[src/rtl/core/grs_pkg.sv]
// Package for the group reverse stream block: shared widths, defaults and
// the group start command that the fill side hands to the buffer side.
// Depends on nothing; every other file of the block uses it.
`default_nettype none

package grs_pkg;

   // Default sizes of the group buffer and its words
   localparam int MAX_GROUP_DEF  = 64;
   localparam int DATA_WIDTH_DEF = 32;

   // Fixed field widths of the channels and the group size register
   localparam int VALUE_W = 32;
   localparam int CFG_W   = 7;

   // Group size after reset
   localparam logic [CFG_W-1:0] GROUP_SIZE_RST = 7'd2;

   // Command that starts draining one finished group
   typedef struct packed {
      logic start;    // a group is complete this cycle
      logic reverse;  // full group: drain newest first
      logic eol;      // group closes the list
   } grs_cmd_type;

endpackage

`default_nettype wire

[src/rtl/core/grs_req_if.sv]
// Input item channel of the group reverse stream block: valid/ready plus
// one list element. Depends on grs_pkg for the field width.
`default_nettype none

interface grs_req_if;
   logic                              valid;
   logic                              ready;
   logic signed [grs_pkg::VALUE_W-1:0] value;
   logic                              end_of_list;

   modport source (output valid, output value, output end_of_list, input ready);
   modport sink   (input valid, input value, input end_of_list, output ready);
endinterface

`default_nettype wire

[src/rtl/core/grs_rsp_if.sv]
// Result item channel of the group reverse stream block: valid/ready plus
// one reordered element and its run and list end flags. Depends on grs_pkg.
`default_nettype none

interface grs_rsp_if;
   logic                              valid;
   logic                              ready;
   logic signed [grs_pkg::VALUE_W-1:0] out_value;
   logic                              run_last;
   logic                              list_last;

   modport source (output valid, output out_value, output run_last, output list_last,
                   input ready);
   modport sink   (input valid, input out_value, input run_last, input list_last,
                   output ready);
endinterface

`default_nettype wire

[src/rtl/core/grs_store.sv]
// Group buffer memory with its drain sequencer and result pipeline.
// Depends on grs_pkg and the grs_rsp_if interface.
`default_nettype none

module grs_store #(
   parameter int MAX_GROUP  = grs_pkg::MAX_GROUP_DEF,
   parameter int DATA_WIDTH = grs_pkg::DATA_WIDTH_DEF
) (
   input  wire logic                                 clock,
   input  wire logic                                 reset,
   // write port from the fill side
   input  wire logic                                 wr_en,
   input  wire logic [((MAX_GROUP > 1) ? $clog2(MAX_GROUP) : 1)-1:0] wr_addr,
   input  wire logic [DATA_WIDTH-1:0]                wr_data,
   // group start command
   input  wire grs_pkg::grs_cmd_type                 cmd,
   input  wire logic [$clog2(MAX_GROUP+1)-1:0]       cmd_count,
   output      logic                                 drain_busy,
   // results
   grs_rsp_if.source                                 rsp_chan
);

   localparam int CNT_W  = $clog2(MAX_GROUP + 1);
   localparam int ADDR_W = (MAX_GROUP > 1) ? $clog2(MAX_GROUP) : 1;

   logic [DATA_WIDTH-1:0] mem [MAX_GROUP];

   // drain sequencer
   logic              busy_ff, busy_in;
   logic [CNT_W-1:0]  remain_ff, remain_in;
   logic [ADDR_W-1:0] rd_addr_ff, rd_addr_in;
   logic              rev_ff, rev_in;
   logic              eol_ff, eol_in;

   // read data stage
   logic [DATA_WIDTH-1:0] rdata_ff;
   logic                  s1_vld_ff, s1_vld_in;
   logic                  s1_run_ff;
   logic                  s1_list_ff;

   // result register
   logic                          rsp_vld_ff, rsp_vld_in;
   logic [grs_pkg::VALUE_W-1:0]   rsp_value_ff;
   logic                          rsp_run_ff;
   logic                          rsp_list_ff;

   logic        rd_en;
   logic        s2_load;
   logic        last_read;
   logic [63:0] rdata_wide;

   // Move read data into the result register when it is free or being taken
   assign s2_load   = s1_vld_ff && (!rsp_vld_ff || rsp_chan.ready);
   // Issue a read only when the read data stage can take it
   assign rd_en     = busy_ff && (!s1_vld_ff || s2_load);
   assign last_read = (remain_ff == CNT_W'(1));
   assign rdata_wide = 64'(rdata_ff);

   // Memory write port
   always_ff @(posedge clock) begin
      if (wr_en) begin
         mem[wr_addr] <= wr_data;
      end
   end

   // Memory read port, data held while not reading
   always_ff @(posedge clock) begin
      if (rd_en) begin
         rdata_ff   <= mem[rd_addr_ff];
         s1_run_ff  <= last_read;
         s1_list_ff <= last_read && eol_ff;
      end
   end

   // Sequencer next state: load on start, step address and count on each read
   always_comb begin
      busy_in    = busy_ff;
      remain_in  = remain_ff;
      rd_addr_in = rd_addr_ff;
      rev_in     = rev_ff;
      eol_in     = eol_ff;
      if (cmd.start) begin
         busy_in    = 1'b1;
         remain_in  = cmd_count;
         rev_in     = cmd.reverse;
         eol_in     = cmd.eol;
         rd_addr_in = cmd.reverse ? ADDR_W'(cmd_count - CNT_W'(1)) : '0;
      end else if (rd_en) begin
         remain_in  = remain_ff - CNT_W'(1);
         rd_addr_in = rev_ff ? (rd_addr_ff - ADDR_W'(1)) : (rd_addr_ff + ADDR_W'(1));
         if (last_read) begin
            busy_in = 1'b0;
         end
      end
   end

   // Pipeline valid bits
   assign s1_vld_in  = rd_en || (s1_vld_ff && !s2_load);
   assign rsp_vld_in = s2_load || (rsp_vld_ff && !rsp_chan.ready);

   // Control registers
   always_ff @(posedge clock) begin
      if (reset) begin
         busy_ff    <= 1'b0;
         s1_vld_ff  <= 1'b0;
         rsp_vld_ff <= 1'b0;
      end else begin
         busy_ff    <= busy_in;
         s1_vld_ff  <= s1_vld_in;
         rsp_vld_ff <= rsp_vld_in;
      end
   end

   // Sequencer payload
   always_ff @(posedge clock) begin
      remain_ff  <= remain_in;
      rd_addr_ff <= rd_addr_in;
      rev_ff     <= rev_in;
      eol_ff     <= eol_in;
   end

   // Result payload, held while stalled
   always_ff @(posedge clock) begin
      if (s2_load) begin
         rsp_value_ff <= rdata_wide[grs_pkg::VALUE_W-1:0];
         rsp_run_ff   <= s1_run_ff;
         rsp_list_ff  <= s1_list_ff;
      end
   end

   assign drain_busy         = busy_ff;
   assign rsp_chan.valid     = rsp_vld_ff;
   assign rsp_chan.out_value = $signed(rsp_value_ff);
   assign rsp_chan.run_last  = rsp_run_ff;
   assign rsp_chan.list_last = rsp_list_ff;

   // No buffer write while a group is being read out
   a_no_write_in_drain: assert property (@(posedge clock) disable iff (reset)
      busy_ff |-> !wr_en)
      else $error("buffer written during drain");

   // A new group starts only when the previous one has been fully read
   a_start_when_idle: assert property (@(posedge clock) disable iff (reset)
      cmd.start |-> !busy_ff)
      else $error("group start while draining");

   // The final read ends the drain
   a_last_read_ends: assert property (@(posedge clock) disable iff (reset)
      (rd_en && last_read) |=> !busy_ff)
      else $error("drain kept running after final read");

   // Read data stage holds its word while it cannot move on
   a_s1_hold: assert property (@(posedge clock) disable iff (reset)
      (s1_vld_ff && !s2_load) |=> (s1_vld_ff && $stable(rdata_ff)))
      else $error("read data lost under stall");

endmodule

`default_nettype wire

[src/rtl/core/group_reverse_stream_top.sv]
// Group reverse stream top level: group size register and fill control.
// Depends on grs_pkg, grs_req_if, grs_rsp_if and grs_store.
//
// Usage:
//  - req_chan carries one list element per item (value, end_of_list);
//    rsp_chan returns the reordered elements with run_last on the final
//    result of a group and list_last on the final element of the list.
//  - csr_wr_en/csr_wr_data write the group size (0 acts as 1, values above
//    MAX_GROUP act as MAX_GROUP). Write it only while the block is idle.
//  - Items go into a single MAX_GROUP-word buffer, one per ready cycle.
//    When a group of group size items is complete it is read back newest
//    first; a shorter group closed by end_of_list is read back in order.
//  - The first result of a group passes through one buffer read and one
//    result register after the edge that accepts the item completing it;
//    the rest follow one per cycle while rsp_chan takes them.
//  - A group is filled and then drained through the one buffer read port;
//    req_chan.ready is low while a group is being read out.
//  - A stalled rsp_chan holds the current result; one more waits in the
//    read data stage and the buffer read stops until the receiver takes it.
//  - Reset (synchronous, active high) empties the buffer count, drops
//    pending results and sets the group size to 2.
`default_nettype none

module group_reverse_stream_top #(
   parameter int MAX_GROUP  = grs_pkg::MAX_GROUP_DEF,
   parameter int DATA_WIDTH = grs_pkg::DATA_WIDTH_DEF
) (
   input  wire logic                        clock,
   input  wire logic                        reset,
   input  wire logic                        csr_wr_en,
   input  wire logic [grs_pkg::CFG_W-1:0]   csr_wr_data,
   grs_req_if.sink                          req_chan,
   grs_rsp_if.source                        rsp_chan
);

   localparam int CNT_W  = $clog2(MAX_GROUP + 1);
   localparam int ADDR_W = (MAX_GROUP > 1) ? $clog2(MAX_GROUP) : 1;

   logic [grs_pkg::CFG_W-1:0] group_size_ff, group_size_in;
   logic [grs_pkg::CFG_W-1:0] eff_size;

   logic [CNT_W-1:0]          fill_ff, fill_in;
   logic [CNT_W-1:0]          fill_n;
   logic                      accept;
   logic                      full;
   logic                      complete;
   logic                      drain_busy;
   logic [63:0]               value_wide;
   grs_pkg::grs_cmd_type      cmd;

   // Clamp the group size to 1..MAX_GROUP
   always_comb begin
      if (group_size_ff == '0) begin
         eff_size = grs_pkg::CFG_W'(1);
      end else if (group_size_ff > grs_pkg::CFG_W'(MAX_GROUP)) begin
         eff_size = grs_pkg::CFG_W'(MAX_GROUP);
      end else begin
         eff_size = group_size_ff;
      end
   end

   // Take items only while no group is being read out
   assign req_chan.ready = !drain_busy;
   assign accept         = req_chan.valid && req_chan.ready;

   // Count including the item now arriving
   assign fill_n   = fill_ff + CNT_W'(1);
   assign full     = grs_pkg::CFG_W'(fill_n) >= eff_size;
   assign complete = full || req_chan.end_of_list;

   assign value_wide = 64'($unsigned(req_chan.value));

   // Start the drain when the item closes a group
   assign cmd.start   = accept && complete;
   assign cmd.reverse = full;
   assign cmd.eol     = req_chan.end_of_list;

   // Advance the fill count, clear it when a group is handed off
   always_comb begin
      fill_in = fill_ff;
      if (accept) begin
         fill_in = complete ? '0 : fill_n;
      end
   end

   assign group_size_in = csr_wr_en ? csr_wr_data : group_size_ff;

   always_ff @(posedge clock) begin
      if (reset) begin
         fill_ff       <= '0;
         group_size_ff <= grs_pkg::GROUP_SIZE_RST;
      end else begin
         fill_ff       <= fill_in;
         group_size_ff <= group_size_in;
      end
   end

   grs_store #(
      .MAX_GROUP  (MAX_GROUP),
      .DATA_WIDTH (DATA_WIDTH)
   ) u_store (
      .clock      (clock),
      .reset      (reset),
      .wr_en      (accept),
      .wr_addr    (fill_ff[ADDR_W-1:0]),
      .wr_data    (value_wide[DATA_WIDTH-1:0]),
      .cmd        (cmd),
      .cmd_count  (fill_n),
      .drain_busy (drain_busy),
      .rsp_chan   (rsp_chan)
   );

endmodule

`default_nettype wire
[src/flat_wrapper.sv]
// flat-port wrapper written by rule: the top's interface ports become plain ports
module group_reverse_stream_top_flat 
#(
   parameter int MAX_GROUP  = grs_pkg::MAX_GROUP_DEF,
   parameter int DATA_WIDTH = grs_pkg::DATA_WIDTH_DEF
)
  (clock, reset, csr_wr_en, csr_wr_data, req_chan_valid, req_chan_value, req_chan_end_of_list, req_chan_ready, rsp_chan_valid, rsp_chan_out_value, rsp_chan_run_last, rsp_chan_list_last, rsp_chan_ready);
  grs_req_if req_chan_i ();
  grs_rsp_if rsp_chan_i ();
  input  wire logic clock;
  input  wire logic reset;
  input  wire logic csr_wr_en;
  input  wire logic [grs_pkg::CFG_W-1:0] csr_wr_data;
  input wire logic [$bits(req_chan_i.valid)-1:0] req_chan_valid;
  input wire logic [$bits(req_chan_i.value)-1:0] req_chan_value;
  input wire logic [$bits(req_chan_i.end_of_list)-1:0] req_chan_end_of_list;
  output wire logic [$bits(req_chan_i.ready)-1:0] req_chan_ready;
  output wire logic [$bits(rsp_chan_i.valid)-1:0] rsp_chan_valid;
  output wire logic [$bits(rsp_chan_i.out_value)-1:0] rsp_chan_out_value;
  output wire logic [$bits(rsp_chan_i.run_last)-1:0] rsp_chan_run_last;
  output wire logic [$bits(rsp_chan_i.list_last)-1:0] rsp_chan_list_last;
  input wire logic [$bits(rsp_chan_i.ready)-1:0] rsp_chan_ready;
  assign req_chan_i.valid = req_chan_valid;
  assign req_chan_i.value = req_chan_value;
  assign req_chan_i.end_of_list = req_chan_end_of_list;
  assign req_chan_ready = req_chan_i.ready;
  assign rsp_chan_valid = rsp_chan_i.valid;
  assign rsp_chan_out_value = rsp_chan_i.out_value;
  assign rsp_chan_run_last = rsp_chan_i.run_last;
  assign rsp_chan_list_last = rsp_chan_i.list_last;
  assign rsp_chan_i.ready = rsp_chan_ready;
  group_reverse_stream_top #(.MAX_GROUP(MAX_GROUP), .DATA_WIDTH(DATA_WIDTH)) u_core (.clock(clock), .reset(reset), .csr_wr_en(csr_wr_en), .csr_wr_data(csr_wr_data), .req_chan(req_chan_i), .rsp_chan(rsp_chan_i));
endmodule
[config.mk]
export PLATFORM = sky130hd
export DESIGN_NAME = group_reverse_stream_top_flat
export DESIGN_NICKNAME = d
export VERILOG_FILES = /design/src/rtl/core/grs_pkg.sv /design/src/rtl/core/grs_req_if.sv /design/src/rtl/core/grs_rsp_if.sv /design/src/rtl/core/grs_store.sv /design/src/rtl/core/group_reverse_stream_top.sv /design/src/flat_wrapper.sv
export SDC_FILE = /design/constraint.sdc
export NUM_CORES = 2
export LEC_CHECK = 0
export BUFFER_PORTS_ARGS = -buffer_cell sky130_fd_sc_hd__buf_2
export CAP_MARGIN = 20
export CORE_ASPECT_RATIO = 0.8
export CORE_MARGIN = 3
export CORE_UTILIZATION = 60
export CTS_CLUSTER_SIZE = 28
export DETAILED_ROUTE_END_ITERATION = 6
export GPL_TIMING_DRIVEN = 0
export PLACE_DENSITY_LB_ADDON = 0.15
export SYNTH_ARGS = -nofsm -noshare
export SYNTH_HDL_FRONTEND = slang
export SYNTH_SLANG_ARGS = --single-unit
[constraint.sdc]
create_clock -name clock -period 7.95 [get_ports clock]
set_input_delay 1.1925 -clock clock [delete_from_list [all_inputs] [get_ports clock]]
set_output_delay 1.1925 -clock clock [all_outputs]
set_load 0.005 [all_outputs]
==> out/metrics.yaml <==
sta:
  drv_slew: 0
  min_period_over_period: 0.6024
  fin_worst_skew_ps: 28.99
  rsz0062_at_grt: "false"
  slew_headroom: 0.1930
  hold_viol: 0
  clock.fmax_mhz: 208.8
  min_period_ps: 4789
  worst_slew_pin_slew_ps: 1211
  finalSetupViolations: 0
critical_path:
  arrival_ps: 5400
  path_depth: 8
  crit_family: "buffers and inverters"
  worstPathMaxFanout: 10
  crit_chain: "buf_2, buf_2, buf_2, clkbuf_1, nand2_1, a32oi_1, a22oi_1, a21oi_1"
  max_stage_delay_ps: 860
  r2r_setup_slack_ps: 3160
  worst-endpoint-required_ps: 8560
  cp-end-kind: "flip-flop"
  crit_buf_inv: 4
  r2r_cells: 8
  critPathSlowestCell: "clkbuf_1"
  cp_common_cell: "buf_2"
  cp-start-kind: "flip-flop"
  path_class: "flip-flop to flip-flop"
synth:
  netlist_instances: 3609
  ys_types: 56
  synth_top_area_cell: "edfxtp_1"
  syn_area_per_cell_sq_um: 22.81
  yosysMostFrequentCell: "edfxtp_1"
  synth_seq_area_share: 0.7815
  syn_nets: 3669
  yosysWarnings: 0
  synth_ff_type: "edfxtp_1"
  ys_ff_latch: 2148
  synthTopCellsByCount: "edfxtp_1 (2131), mux4_2 (552), mux2i_1 (124)"
  synth-edff-count: 2131
  async_flop_share: 0
  synth_top_area_frac: 0.7774
  synthTopCellsByArea: "edfxtp_1 (78%), mux4_2 (15%), mux2i_1 (1.5%)"
  netlist_area_sq_mm: 0.08232
grt:
  grt_pass1_vias: 40168
  gr-usage-all-layers: 0.3431
  grt_max_degree: 65
  antenna_found_initial: 18
  overflow: 0
  grt_pass1_wl_um: 326200
floorplanning:
  num_rows: 120
  start_util: 0.6098
  die_w_um: 420.1
  ios: 81
  die_h_um: 337.3
  coreArea_sq_mm: 0.1350
  fp.dieArea_sq_mm: 0.1417
clock_tree:
  ctsHoldBuffers: 0
  h-tree-depth: 4
  cts_resized: 0
  clk_latency_ps: 840
  cts_tree: "done"
  numCtsBuffers: 194
  clk_pin_slew_ps: 70
  cts_buffer_depth: 3
  postCtsSetupRepairBufs: 0
  root_buffer: "clkbuf_16"
  cts_sinks: 2148
detailed_routing:
  drt_iter0_markers: 8099
  remaining_drc_errors: 2
  drtPass1Iterations: 7
  routedWlPerCell_um: 39.86
  via_count: 42268
  antenna_left: 0
  wirelength_um: 237500
  vias_per_cell: 7.096
place:
  gp_congestion: 0.9029
  place_area_sq_mm: 0.08767
  hpwl_um: 158500
  post-place-cells: 5576
  portBuffers: 78
pwr:
  swShare: 0.2823
  pwr-share-comb: 0.201
  intPower_mw: 19.66
  p_leak_nw: 29.74
  power_frac_clock: 0.336
  power.switching_mw: 7.734
  irDropWorstVdd_v: 0.0002171
  power_frac_seq: 0.463
  p_per_area_mw_per_mm2: 290.8
flow_run:
  drv_cap: 0
cells_and_area:
  drive_gt1_frac: 0.2893
  synthToLayoutAreaGrowth_pct: 14.42
  final_area_sq_mm: 0.09419
  nNetsFinal: 4082
  final_cells: 5957
hold_path:
  hold_path.class: "flip-flop to flip-flop"
  whs_path_depth: 0
outcome:
  outcome: "finished with violations"
  violations: "design-rule violations"
-- logic make-up after synthesis --
| logic type | share of synthesized area |
|---|---|
| compound gates | 0.01622 |
| xor+xnor | 0.002447 |
| fa+ha+maj | 0.002371 |
| buf+inv | 0.01280 |
| flops | 0.7815 |
| mux | 0.1664 |
| simple gates | 0.01827 |
-- worst paths after layout --
| path | start | to |
|---|---|---|
| worst max-delay path | u_core.u_store.rd_addr_ff[1]$_DFFE_PP_ | u_core.u_store.rdata_ff[0]$_DFFE_PP_ |
| worst min-delay path | u_core.u_store.rdata_ff[5]$_DFFE_PP_ | u_core.u_store.rsp_chan.out_value[5]$_DFFE_PP_ |
| worst max register to register | u_core.u_store.rd_addr_ff[1]$_DFFE_PP_ | u_core.u_store.rdata_ff[0]$_DFFE_PP_ |
| worst min register to register | u_core.u_store.rdata_ff[5]$_DFFE_PP_ | u_core.u_store.rsp_chan.out_value[5]$_DFFE_PP_ |
-- through the flow --
stage / worst slack (ps) / hold slack [ps] / total power [mW] / utilization / TNS, ps
6_report: 3161 / 416.1 / 27.39 / 0.6978 / 0
5_1_grt: 3202 / 426.1 / 28.05 / 0.6978 / 0
4_1_cts: 3198 / 414.7 / 27.25 / 0.6950 / 0
3_5_place_dp: 3252 / 404.5 / 18.24 / 0.6495 / 0
3_3_place_gp: -2743 / 400.9 / 18.08 / 0.6291 / -124220
2_1_floorplan: 2968 / 400.3 / 15.78 / - / 0
-- power groups by stage --
stage / clock network (mW) / registers, mW / logic [mW]
2_1_floorplan: 0 / 12.9 / 2.88
3_3_place_gp: 0 / 12.9 / 5.14
3_5_place_dp: 0 / 12.9 / 5.31
4_1_cts: 9.22 / 12.7 / 5.34
5_1_grt: 9.71 / 12.7 / 5.65
6_report: 9.19 / 12.7 / 5.52
-- per-layer routing --
layer  wire length [um]  share of wire  up-vias  GRT usage
li1                   -              -    16125          -
met1              89010           0.37    22298     0.5146
met2             103000           0.43     3437     0.4777
met3              36760           0.15      400     0.1192
met4               8646          0.036        8     0.1197
met5                 60        0.00025        -          0
-- placed cells by master, fill, tap and decap left out, types with 18 or more instances in the layout --
master and count:
buf_4 40, a21oi_1 59, a22oi_1 22, nand2_1 123
buf_1 20, mux2i_1 124, nor2b_1 19, nor2_1 40
buf_6 20, and2_1 18, clkinv_2 36, nor2_4 61
buf_2 131, edfxtp_1 2131, o22ai_1 20, clkbuf_16 198
a32oi_1 21, mux4_2 552, a211oi_1 18, buf_12 88
nor3_1 24, clkbuf_1 121, clkinv_1 51
-- state kept, by name, indices dropped and copies added (netlist names) --
register and flops:
u_core.group_size_ff 7, u_core.u_store.rsp_chan.list_last 1, u_core.u_store.rev_ff 1, u_core.u_store.rsp_chan.valid 1, u_core.u_store.eol_ff 1, u_core.fill_ff 7
u_core.u_store.remain_ff 7, u_core.u_store.rdata_ff 32, u_core.u_store.rsp_chan.out_value 32, u_core.u_store.s1_list_ff 1, u_core.u_store.mem 2048, u_core.u_store.drain_busy 1
u_core.u_store.s1_vld_ff 1, u_core.u_store.s1_run_ff 1, u_core.u_store.rd_addr_ff 6, u_core.u_store.rsp_chan.run_last 1
-- area by class of cell --
class	count	area, sq um
Clock inverter	118	1035
Timing Repair Buffer	217	2974
Sequential cell	2148	64330
Antenna cell	5	12.51
Multi-Input combinational cell	1251	17460
Tap cell	1769	2213
Clock buffer	239	5109
Inverter	15	56.30
Fill cell	7969	40790
Buffer	195	997.2
-- worst register-to-register path: stages, from the launching register on --
cell,delay [ps]
edfxtp_1,700
buf_2,480
buf_2,480
buf_2,610
clkbuf_1,870
nand2_1,230
a32oi_1,500
a22oi_1,330
a21oi_1,390
Note: power is estimated with default switching activity, not from simulation.
